### config.mk
export PLATFORM = sky130hd
export DESIGN_NAME = slr_queue
export DESIGN_NICKNAME = d
export VERILOG_FILES = /design/src/rtl/slr_pkg.sv /design/src/rtl/slr_queue.sv
export SDC_FILE = /design/constraint.sdc
export NUM_CORES = 1
export LEC_CHECK = 0
export BUFFER_PORTS_ARGS = -buffer_cell sky130_fd_sc_hd__buf_2
export CAP_MARGIN = 10
export CORE_MARGIN = 2
export CORE_UTILIZATION = 43
export CTS_CLUSTER_DIAMETER = 50
export DETAILED_ROUTE_END_ITERATION = 10
export SYNTH_ARGS = -nofsm -noshare
export SYNTH_HDL_FRONTEND = slang
export SYNTH_SLANG_ARGS = --single-unit
### constraint.sdc
create_clock -name clk -period 2.7 [get_ports clk]
set_input_delay 0.135 -clock clk [delete_from_list [all_inputs] [get_ports clk]]
set_output_delay 0.135 -clock clk [all_outputs]
set_load 0.1 [all_outputs]
### src/rtl/slr_pkg.sv
// Package for the sparse logistic scorer: sizes, command codes, the queue entry type
// and the elaboration-time functions that build the sigmoid lookup table.
// Depends on nothing; every other file of the block but slr_ram uses it.
package slr_pkg;

    localparam int FEATURE_COUNT_DEF = 1024;
    localparam int SIGMOID_DEPTH_DEF = 1024;

    localparam int CMD_W      = 2;
    localparam int INDEX_W    = 10;
    localparam int WEIGHT_W   = 24;
    localparam int ID_W       = 16;
    localparam int SCORE_W    = 32;
    localparam int PROB_W     = 16;
    localparam int FRAC_W     = 16;

    localparam logic [CMD_W-1:0] CMD_WRITE      = 2'd0;
    localparam logic [CMD_W-1:0] CMD_ADD        = 2'd1;
    localparam logic [CMD_W-1:0] CMD_ADD_FINISH = 2'd2;
    localparam logic [CMD_W-1:0] CMD_FINISH     = 2'd3;

    localparam int QUEUE_DEPTH = 4;
    localparam int QPTR_W      = $clog2(QUEUE_DEPTH);
    localparam int QCNT_W      = $clog2(QUEUE_DEPTH + 1);

    typedef struct packed {
        logic [CMD_W-1:0]           cmd;
        logic [ID_W-1:0]            id;
        logic signed [WEIGHT_W-1:0] weight;
    } work_t;

    localparam logic [63:0] Q31_ONE  = 64'd1 << 31;
    localparam logic [63:0] Q31_HALF = 64'd1 << 30;

    // Restoring division, used only while the table is built at elaboration.
    function automatic logic [63:0] udiv(input logic [63:0] n, input logic [63:0] d);
        logic [63:0] rem;
        logic [63:0] quo;
        rem = '0;
        quo = '0;
        for (int i = 63; i >= 0; i--)
        begin
            rem = {rem[62:0], n[i]};
            if (rem >= d)
            begin
                rem = rem - d;
                quo[i] = 1'b1;
            end
        end
        return quo;
    endfunction

    // Alternating Taylor series of exp(-r), r in Q1.31.
    function automatic logic [63:0] exp_series(input logic [63:0] r);
        logic [63:0] term;
        logic [63:0] sum;
        term = Q31_ONE;
        sum  = Q31_ONE;
        for (int i = 1; i <= 16; i++)
        begin
            term = udiv((term * r) >> 31, 64'(i));
            if ((i % 2) == 1)
                sum = sum - term;
            else
                sum = sum + term;
        end
        return sum;
    endfunction

    function automatic logic [63:0] exp_neg(input logic [63:0] x);
        logic [63:0] m;
        logic [63:0] r;
        logic [63:0] h;
        logic [63:0] e;
        m = x >> 30;
        r = x & (Q31_HALF - 64'd1);
        h = exp_series(Q31_HALF);
        e = Q31_ONE;
        for (int j = 0; j < 64; j++)
        begin
            if (64'(j) < m)
                e = (e * h + Q31_HALF) >> 31;
        end
        return (e * exp_series(r) + Q31_HALF) >> 31;
    endfunction

    // Table entry k stands for x = -8 + 16k/depth; returns sigmoid(x) as Q0.16.
    function automatic logic [PROB_W-1:0] sigmoid_entry(input longint k, input longint depth);
        longint      num;
        logic [63:0] a;
        logic [63:0] x;
        logic [63:0] e;
        logic [63:0] d;
        logic [63:0] p;
        num = 16 * k - 8 * depth;
        a = (num < 0) ? 64'(-num) : 64'(num);
        x = udiv(a << 31, 64'(depth));
        e = exp_neg(x);
        d = Q31_ONE + e;
        if (num >= 0)
            p = udiv((64'd1 << 47) + (d >> 1), d);
        else
            p = udiv((e << 16) + (d >> 1), d);
        if (p < 64'd1)
            p = 64'd1;
        if (p > 64'd65535)
            p = 64'd65535;
        return p[PROB_W-1:0];
    endfunction

endpackage

### src/rtl/slr_queue.sv
// Short queue of scoring work between the front end and the back end.
// Depends on slr_pkg for the entry type and depth.
module slr_queue (
    input  logic                       clk,
    input  logic                       rst_n,
    input  logic                       push_valid,
    input  slr_pkg::work_t             push_item,
    input  logic                       pop,
    output logic                       head_valid,
    output slr_pkg::work_t             head_item,
    output logic [slr_pkg::QCNT_W-1:0] queue_free
);

    slr_pkg::work_t                entries [slr_pkg::QUEUE_DEPTH];
    logic [slr_pkg::QPTR_W-1:0]    wr_ptr_reg;
    logic [slr_pkg::QPTR_W-1:0]    wr_ptr_next;
    logic [slr_pkg::QPTR_W-1:0]    rd_ptr_reg;
    logic [slr_pkg::QPTR_W-1:0]    rd_ptr_next;
    logic [slr_pkg::QCNT_W-1:0]    count_reg;
    logic [slr_pkg::QCNT_W-1:0]    count_next;
    logic                          do_pop;

    assign head_valid = count_reg != '0;
    assign head_item  = entries[rd_ptr_reg];
    assign queue_free = slr_pkg::QCNT_W'(slr_pkg::QUEUE_DEPTH) - count_reg;
    assign do_pop     = pop && head_valid;

    always_comb
    begin
        wr_ptr_next = wr_ptr_reg;
        rd_ptr_next = rd_ptr_reg;
        count_next  = count_reg;
        if (push_valid)
            wr_ptr_next = (wr_ptr_reg == slr_pkg::QPTR_W'(slr_pkg::QUEUE_DEPTH - 1)) ?
                          '0 : wr_ptr_reg + 1'b1;
        if (do_pop)
            rd_ptr_next = (rd_ptr_reg == slr_pkg::QPTR_W'(slr_pkg::QUEUE_DEPTH - 1)) ?
                          '0 : rd_ptr_reg + 1'b1;
        if (push_valid && !do_pop)
            count_next = count_reg + 1'b1;
        else if (!push_valid && do_pop)
            count_next = count_reg - 1'b1;
    end

    always_ff @(posedge clk or negedge rst_n)
    begin
        if (!rst_n)
        begin
            wr_ptr_reg <= '0;
            rd_ptr_reg <= '0;
            count_reg  <= '0;
        end
        else
        begin
            wr_ptr_reg <= wr_ptr_next;
            rd_ptr_reg <= rd_ptr_next;
            count_reg  <= count_next;
        end
    end

    always_ff @(posedge clk)
    begin
        if (push_valid)
            entries[wr_ptr_reg] <= push_item;
    end

endmodule

=== Yosys cells after proc, flatten, opt, wreduce, memory -nomap -nowiden ===
Memories as Yosys holds them, arrays and structs flattened.
Index checks and enable logic that the tools add are counted.

* Reductions and logical operators: 7
* Muxes and demuxes: 6
* Add/sub/neg operators: 5
* Eq/ne operators: 2

{| class="wikitable"
|+ Operator list
! kind !! number
|-
| 3-bit two-way mux || 2
|-
| 2-bit by 1-bit adder with 2-bit output (second input constant) || 2
|-
| 2-bit equality test (second input constant) || 2
|-
| 2-bit two-way mux || 2
|-
| 3-bit by 1-bit adder with 3-bit output (second input constant) || 1
|-
| 1-bit logical AND || 3
|-
| 3-bit nonzero test || 1
|-
| 3-bit by 1-bit subtractor with 3-bit output (second input constant) || 1
|-
| 3-bit subtractor (first input constant) || 1
|-
| 1-bit logical NOT || 2
|-
| 1-bit two-way mux || 2
|-
| 2-bit nonzero test || 1
|}

* Memory bits (writable): 168
* Logic and storage cells: 24
* Flip-flop bits (word level): 7
* Bits of input ports: 46
* Output and inout bits: 46
* Memories kept: 1

{| class="wikitable"
|+ Memories
! memory !! words !! bits a word !! rd ports !! clocked after Yosys merged registers in !! write ports !! line !! text
|-
| entries || 4 || 42 || 1 || 0 || 1 || slr_queue.sv:14 || <nowiki>slr_pkg::work_t entries [slr_pkg::QUEUE_DEPTH];</nowiki>
|}

=== Depth between registers and ports, before layout ===
Gate-level depths: netlist (run 1).

* Word-level depth: 5
* Depth in mapped cells: 11
* Depth with buffers taken out: 11

=== Least setup slack after synthesis (run 1) ===
OpenSTA, ideal clock, no wires.

* Path kind: reg-to-reg
* Start point: register count_reg[0] (netlist name)
* End point: register count_reg[1] (netlist name)
* Slack: 607 ps
* Data required time: 2575 ps
* Clock period less this slack: 2093 ps
* Buffers on the path: 0
* Cell stages (with the launch flop): 10
* Library setup time: 125 ps
* Arrival: 1968 ps
* Cells stage by stage: dfrtp_1 -> inv_1 -> ha_1 -> ha_1 -> nor2b_1 -> inv_1 -> ha_1 -> inv_1 -> fa_1 -> mux2_2

* Word-level cells in the longest chain between the ends: 5
* Elaborated cells on any way between the ends: 10
* Those cells by class: 2 x add/sub; 2 x mux; 6 x reduce/logical

{| class="wikitable"
|+ RTL lines
! item !! line !! text
|-
| start: declaration || slr_queue.sv:19 || <nowiki>logic [slr_pkg::QCNT_W-1:0] count_reg;</nowiki>
|-
| start signal: assignment || slr_queue.sv:57 || <nowiki>count_reg <= count_next;</nowiki>
|-
| branches (longest 4 deep; another with 3-bit by 1-bit subtractor with 3-bit output) || -- ||
|-
| 3-bit two-way mux * || slr_queue.sv:39 || <nowiki>if (push_valid && !do_pop)</nowiki>
|-
| via count_next, one bit || slr_queue.sv:20 || <nowiki>logic [slr_pkg::QCNT_W-1:0] count_next;</nowiki>
|}

Mark *: on every way through the listed nets, which the timed path passes. The select of a mux whose other input is x is not followed.
A chain may end at the register's enable or synchronous reset.

==> results of run 1 <==
==> routing by layer <==
| layer | vias up | GRT usage | share of wire |
|---|---|---|---|
| met3 | 12 | 0.0513 | 0.058 |
| li1 | 1403 | - | - |
| met2 | 79 | 0.244 | 0.49 |
| met5 | - | 0 | 0 |
| met4 | 0 | 0.0582 | 0.013 |
| met1 | 1616 | 0.195 | 0.44 |
==> per-stage QoR <==
stage          instances  setup WS [ns]  hold slack, ns   util
4_1_cts              614          0.269          0.0681  0.548
2_1_floorplan        264          0.607          -0.161      -
5_1_grt              614          0.205          0.0713  0.548
6_report             614          0.333          0.0814  0.548
3_5_place_dp         540          0.444        -0.00988  0.483
3_3_place_gp         540          0.531         -0.0256  0.483
==> kinds of logic after synthesis <==
kind of cell,count (synthesis),share of synthesized area
buf+inv,20,0.0240
flops,175,0.793
xor+xnor,3,0.00399
mux,45,0.151
fa+ha+maj,9,0.0183
compound gates,2,0.00152
simple gates,10,0.00761
==> final timing paths <==
path | start | endpoint | slack, ns
worst max-delay path | rd_ptr_reg[0] | head_item[1] | 0.33
worst min-delay path | rst_n | wr_ptr_reg[1] | 0.08
worst max register to register | count_reg[0] | count_reg[1] | 0.44
worst min register to register | count_reg[2] | count_reg[2] | 0.56
max in group asynchronous | rst_n | rd_ptr_reg[0] | 2.44
min in group clk | pop | rd_ptr_reg[1] | 0.23
==> synth_stat cells (all sizes together) <==
cell type	instances
xnor2	2
buf	11
o21ai	2
and2	4
fa	1
mux4	42
nand2	2
inv	9
mux2	3
edfxtp	168
nor2	3
ha	8
nor2b	1
dfrtp	7
xor2	1
==> cell type report <==
type	instances	area share
Clock inverter	11	0.0121
Clock buffer	19	0.0524
Multi-Input combinational cell	69	0.146
Sequential cell	175	0.632
Timing Repair Buffer	143	0.125
Inverter	9	0.00409
Tap cell	188	0.0285
==> cells in the final DEF (no fill, tap or decap) <==
| cell | Yosys | layout |
|---|---|---|
| and2_2 | 0 | 4 |
| dfrtp_2 | 0 | 1 |
| xnor2_1 | 2 | 2 |
| nand2_1 | 2 | 2 |
| xor2_1 | 1 | 1 |
| nor2_1 | 3 | 3 |
| nor2b_1 | 1 | 1 |
| clkbuf_1 | 0 | 2 |
| buf_4 | 1 | 2 |
| buf_12 | 4 | 6 |
| clkinv_1 | 0 | 4 |
| mux4_1 | 4 | 4 |
| clkinv_2 | 0 | 5 |
| edfxtp_1 | 168 | 168 |
| fa_1 | 1 | 1 |
| dfrtp_1 | 7 | 5 |
| mux2_2 | 3 | 3 |
| dlygate4sd3_1 | 0 | 44 |
| mux4_2 | 38 | 38 |
| inv_1 | 9 | 9 |
| o21ai_0 | 2 | 2 |
| bufinv_16 | 0 | 2 |
| buf_2 | 5 | 91 |
| clkbuf_16 | 0 | 17 |
| ha_1 | 8 | 8 |
| dfrtp_4 | 0 | 1 |
==> repair_timing <==
| item | in CTS | in global routing |
|---|---|---|
| hold buffers | 44 | 0 |
| setup buffers | 0 | 0 |
| hold endpoints to repair | 177 | 0 |
| setup endpoints to repair | 0 | 0 |
==> impl_metrics.json, run 1 <==
{
  "rsz0062_at_grt": "false",
  "initial_core_util": 0.436,
  "required_ns": 2.57,
  "fillers": 1199,
  "via_per_inst": 5.07,
  "hpwl_um": 6680,
  "io_pins": 92,
  "hp-class": "primary input to async pin",
  "stdcell_area_um2": 8260,
  "worst_path_max_delay_cell": "dfrtp_4",
  "skew_ns": 0.00469,
  "grt_pass1_vias": 3407,
  "grt_pass1_wl_um": 18000,
  "rows": 45,
  "cts-htree-levels": 4,
  "yosysWarnings": 0,
  "clk_latency_ns": 0.42,
  "synthDistinctLibCells": 19,
  "drive_above_1_share": 0.399,
  "arrival_ns": 2.23,
  "ys_ff_latch": 175,
  "postPlaceCellArea_um2": 7290,
  "areaGrowthSynthToFinish_pct": 25.6,
  "crit_chain": "buf_4 -> mux4_1 -> buf_2",
  "drt_iter0_drc": 259,
  "die_x_um": 128,
  "cts_root_buf": "clkbuf_16",
  "chipHeight_um": 128,
  "wire_per_inst_um": 18.7,
  "ys_seq_area_frac": 0.793,
  "clk_pin_slew_worst_paths_ns": 0.06,
  "fin_setup_tns_ns": 0,
  "core-area_um2": 15100,
  "clockBufferDepth": 2,
  "clock-sinks": 175,
  "drc": 0,
  "totalWireLength_um": 11500,
  "path_depth": 3,
  "grt_max_degree": 43,
  "dieArea_um2": 16300,
  "status": "completed",
  "fin_nets": 470,
  "grt_overflow_total": 0,
  "finalCritPeriodShare": 0.877,
  "hold_viol_final": 0,
  "cts_tree": "done",
  "worst-path-buf-inv": 2,
  "antenna_found_initial": 0,
  "crit_family": "buffers and inverters",
  "tightest_slew_ns": 0.736,
  "drv_cap": 0,
  "port_buffers": 91,
  "synth_top_area_frac": 0.767,
  "min_period_ns": 2.37,
  "post_cts_resized": 0,
  "path_max_fanout": 13,
  "worstSetupPathType": "flop to primary output",
  "slew_violations": 0,
  "cts_buffers": 17,
  "synthTopCellsByArea": "edfxtp_1 77%, mux4_2 13%, dfrtp_1 2.7%",
  "start_kind": "flop",
  "end_kind": "primary output",
  "critPathMaxStageDelay_ns": 0.60,
  "syn_nets": 319,
  "diodes": 0,
  "largest_register_ffs": 168,
  "routabilityCongestion": 0.701,
  "num_vias": 3110,
  "multi_input_area_um2": 1210,
  "dr.pass1.iters": 4,
  "slew-limit-headroom": 0.509,
  "setup_viol": 0,
  "fmax_ghz": 0.423,
  "ant_nets": 0,
  "synth_top_area_cell": "edfxtp_1",
  "reg2reg_depth": 9,
  "syn_avg_cell_area_um2": 24.9,
  "syn_area_um2": 6580,
  "syn_inst": 264,
  "seq_area_um2": 5230,
  "grt_use_total": 0.152
}
Power of run 1 is not shown: default switching activity piles up to over one toggle a cycle in this logic, so the estimate is an artifact.
==> inputs of run 2 (changes only) <==
Settings changed: ABC_AREA set to 1.
==> impl_metrics.json, run 2 <==
{
  "status": "completed",
  "cts-htree-levels": 4,
  "finalCritPeriodShare": 0.859,
  "syn_avg_cell_area_um2": 13.2,
  "dr.pass1.iters": 4,
  "diodes": 0,
  "clock-sinks": 175,
  "drive_above_1_share": 0.211,
  "ys_seq_area_frac": 0.726,
  "min_to": "wr_ptr_reg[1]",
  "final_common_cell": "edfxtp_1",
  "cts_tree": "done",
  "synth_edf_count": 168,
  "fmax_ghz": 0.431,
  "synth_fa_ha_area_frac": 0.0167,
  "worstSetupPathType": "flop to primary output",
  "yosysMostFrequentCell": "edfxtp_1",
  "ant_nets": 0,
  "initial_core_util": 0.437,
  "ys_ff_latch": 175,
  "synth_simple_gate_area_frac": 0.0757,
  "start_kind": "flop",
  "whs_path_depth": 2,
  "cts_buffers": 17,
  "fin_setup_tns_ns": 0,
  "skew_ns": 0.00610,
  "fin_nets": 735,
  "slew_violations": 0,
  "yosysWarnings": 0,
  "largest_register_ffs": 168,
  "grt_max_degree": 49,
  "arrival_ns": 2.18,
  "clk_latency_ns": 0.42,
  "num_vias": 4396,
  "grt_overflow_total": 0,
  "crit-reg2reg-launch": "count_reg[0]",
  "cts_root_buf": "clkbuf_16",
  "setup_viol": 0,
  "ys_dominant_reg_cell": "edfxtp_1",
  "min_period_ns": 2.32,
  "clockBufferDepth": 2,
  "hpwl_um": 8240,
  "drv_cap": 0,
  "hp-class": "primary input to flop",
  "clk_pin_slew_worst_paths_ns": 0.06,
  "r2r_slack_ns": 0.69,
  "rows": 47,
  "synthArstFlopShare": 0.0400,
  "die_x_um": 133,
  "end_kind": "primary output",
  "totalWireLength_um": 13600,
  "synthTopCellsByArea": "edfxtp_1 70%, o211ai_1 7.8%, nand2_1 7.2%",
  "tightest_slew_ns": 0.522,
  "port_buffers": 91,
  "drc": 0,
  "syn_nets": 601,
  "hold_viol_final": 0,
  "synth-compound-area-share": 0.0974,
  "min-delay-start": "push_valid",
  "syn_inst": 546,
  "synthDistinctLibCells": 20,
  "core-area_um2": 16500,
  "chipHeight_um": 133,
  "antenna_found_initial": 0,
  "synth_top_family_by_area": "compound AO/OA/AOI/OAI gates",
  "routabilityCongestion": 0.725,
  "path_max_fanout": 48,
  "wire_per_inst_um": 14.9,
  "via_per_inst": 4.81,
  "synth_top_area_cell": "edfxtp_1",
  "grt_pass1_wl_um": 21800,
  "dieArea_um2": 17800,
  "rsz0062_at_grt": "false",
  "ys_top_cells_by_count": "168 x edfxtp_1, 138 x nand2_1, 98 x inv_1",
  "areaGrowthSynthToFinish_pct": 23.7,
  "syn_area_um2": 7190,
  "synthXorXnorAreaFrac": 0.00122,
  "grt_pass1_vias": 4242,
  "layout_common_cells": "168 x edfxtp_1, 138 x nand2_1, 94 x inv_1",
  "reg2reg_depth": 10,
  "drt_iter0_drc": 233,
  "muxShareOfSynthArea": 0,
  "io_pins": 92,
  "grt_use_total": 0.161,
  "slew-limit-headroom": 0.652,
  "synth_top_area_frac": 0.702,
  "r2r-end": "count_reg[1]",
  "required_ns": 2.57
}
-- run 2: layout make-up --
| class | instances | area (µm²) |
|---|---|---|
| fill | 1418 | 7570 |
| sequential | 175 | 5220 |
| multi-input combinational | 243 | 1370 |
| timing repair buffer | 143 | 1050 |
| clock buffer | 18 | 429 |
| inverter | 100 | 379 |
| tap | 220 | 275 |
| clock inverter | 14 | 164 |
-- run 2: worst max path at each step --
stage	cells past startpoint	end	slack, ns	start
2_1_floorplan	10	count_reg[1]	0.07	count_reg[0]
3_3_place_gp	10	count_reg[1]	0.75	count_reg[0]
3_5_place_dp	10	count_reg[1]	0.68	count_reg[0]
4_1_cts	4	head_item[36]	0.32	rd_ptr_reg[1]
5_1_grt	4	head_item[36]	0.22	rd_ptr_reg[1]
6_report	5	head_item[21]	0.38	rd_ptr_reg[0]
-- run 2: timing repair --
| item | CTS | global route |
|---|---|---|
| gates resized for setup | 0 | 0 |
| buffers inserted | 0 | 0 |
| hold buffers | 43 | 0 |
| hold endpoints to repair | 175 | 0 |
-- run 2: stage by stage --
step	worst slack, ns	instances	util	hold WS (ns)	instance area (µm²)
3_3_place_gp	0.747	838	0.478	-0.0152	7870
5_1_grt	0.221	913	0.540	0.0322	8900
4_1_cts	0.316	913	0.540	0.0125	8900
3_5_place_dp	0.681	838	0.478	-0.0162	7870
2_1_floorplan	0.0663	546	-	-0.161	7190
6_report	0.382	913	0.540	0.0449	8900
-- run 2: logic make-up after synthesis --
logic type      Yosys count
compound gates           89
xor+xnor                  1
fa+ha+maj                 9
buf+inv                 128
flops                   175
simple gates            144
-- run 2: worst max-delay path: stages, from the launching register on --
cell and delay, ns:
dfrtp_1 0.42, inv_4 0.36, buf_12 0.28, o211ai_1 0.12
nand2_1 0.10, buf_2 0.42
-- run 2: routing by layer --
metal	part of all wire	GRT usage	vias up	wire [µm]
li1	-	-	2162	-
met1	0.46	0.210	2136	6280
met2	0.49	0.266	83	6730
met3	0.033	0.0373	15	450
met4	0.013	0.0585	0	179
met5	0	0	-	0
Power of run 2 is left out for the same reason.
==> inputs of run 3 (changes only) <==
Settings changed: REMOVE_ABC_BUFFERS set to 1.
==> impl_metrics.json, run 3 (same netlist as run 2, synthesis figures left out) <==
{
  "grt_overflow_total": 0,
  "clk_pin_slew_worst_paths_ns": 0.07,
  "port_buffers": 91,
  "skew_ns": 0.00887,
  "via_per_inst": 4.76,
  "crit_chain": "inv_4 -> buf_12 -> o211ai_1 -> nand2_1 -> buf_2",
  "status": "completed",
  "slew_violations": 0,
  "largest_register_ffs": 168,
  "layout_common_cells": "168 x edfxtp_1, 138 x nand2_1, 94 x inv_1",
  "post_cts_resized": 0,
  "drc": 0,
  "arrival_ns": 2.08,
  "hold_viol_final": 0,
  "critPathMaxStageDelay_ns": 0.43,
  "core-area_um2": 16500,
  "dieArea_um2": 17800,
  "chipHeight_um": 133,
  "diodes": 0,
  "cts-htree-levels": 4,
  "worstSetupPathType": "flop to primary output",
  "clockBufferDepth": 2,
  "io_pins": 92,
  "end_kind": "primary output",
  "areaGrowthSynthToFinish_pct": 24.2,
  "cts_buffers": 17,
  "totalWireLength_um": 13400,
  "drv_cap": 0,
  "grt_max_degree": 110,
  "met2_length_um": 6410,
  "path_max_fanout": 109,
  "routabilityCongestion": 0.725,
  "initial_core_util": 0.437,
  "start_kind": "flop",
  "clock-sinks": 175,
  "worst_path_max_delay_cell": "buf_2",
  "hpwl_um": 7920,
  "tightest_slew_ns": 0.666,
  "drt_iter0_drc": 219,
  "postCtsSetupBuffers": 0,
  "final_common_cell": "edfxtp_1",
  "wl_met1_um": 6310,
  "min_period_ns": 2.22,
  "dr.pass1.iters": 4,
  "fin_setup_tns_ns": 0,
  "required_ns": 2.57,
  "fin_hold_ws_ns": 0.0727,
  "num_vias": 4354,
  "grt_pass1_vias": 4300,
  "hp-class": "primary input to async pin",
  "rows": 47,
  "finalCritPeriodShare": 0.822,
  "fin_nets": 737,
  "die_x_um": 133,
  "clk_latency_ns": 0.42,
  "route.met3.wl_um": 488,
  "ant_nets": 0,
  "cts_root_buf": "clkbuf_16",
  "setup_viol": 0,
  "postCtsHoldBufs": 44,
  "rsz0062_at_grt": "false",
  "wire_per_inst_um": 14.7,
  "grt_use_total": 0.160,
  "grt_pass1_wl_um": 21700,
  "cts_tree": "done",
  "highest_layer": "met4",
  "fmax_ghz": 0.451,
  "drive_above_1_share": 0.213,
  "slew-limit-headroom": 0.556,
  "antenna_found_initial": 0
}
## run 3: cell types whose count changed in the layout (fill, tap and decap cells not counted), moves of 2 or more
cell / before / now
buf_12: 8 / 6
buf_4: 1 / 4
clkinv_2: 5 / 3
clkinv_4: 2 / 0
inv_6: 2 / 4
inv_8: 0 / 2
## run 3: layer usage
metal / vias to the layer above / global-route usage
li1: 2172 / -
met3: 19 / 0.0392
met5: - / 0
met1: 2080 / 0.205
met2: 83 / 0.262
met4: 0 / 0.0662
## run 3: cell type report
cell class	count	area [µm²]
clock buffers	18	429
clock inverters	14	203
fillers	1392	7540
inverters	100	379
multi-input cells	243	1370
flip-flops and latches	175	5220
well taps	220	275
repair buffers	145	1050
## run 3: path summary, 6_finish.rpt
check | start | to | slack (ns) | depth (start not counted)
setup reg to reg | count_reg[0] | count_reg[1] | 0.59 | 10
max in group asynchronous | rst_n | rd_ptr_reg[1] | 2.46 | 2
hold / removal | rst_n | rd_ptr_reg[0] | 0.07 | 2
hold reg to reg | count_reg[2] | count_reg[2] | 0.48 | 2
setup / recovery | rd_ptr_reg[0] | head_item[10] | 0.48 | 5
min in group clk | pop | rd_ptr_reg[0] | 0.08 | 3
## run 3: metrics by stage
stage           util  instance area [µm²]  setup WS [ns]  cells
2_1_floorplan      -                 6970         -0.594    518
5_1_grt        0.542                 8930          0.357    915
3_5_place_dp   0.477                 7860          0.595    839
6_report       0.542                 8930          0.481    915
4_1_cts        0.542                 8930          0.473    915
3_3_place_gp   0.477                 7860          0.769    839
## run 3: critical path: cells and delay by family (launching register included)
kind	cells	cell delay, ns
flops	1	0.42
buf+inv	3	0.85
simple gates	1	0.14
compound gates	1	0.14
Power of run 3 is left out for the same reason.
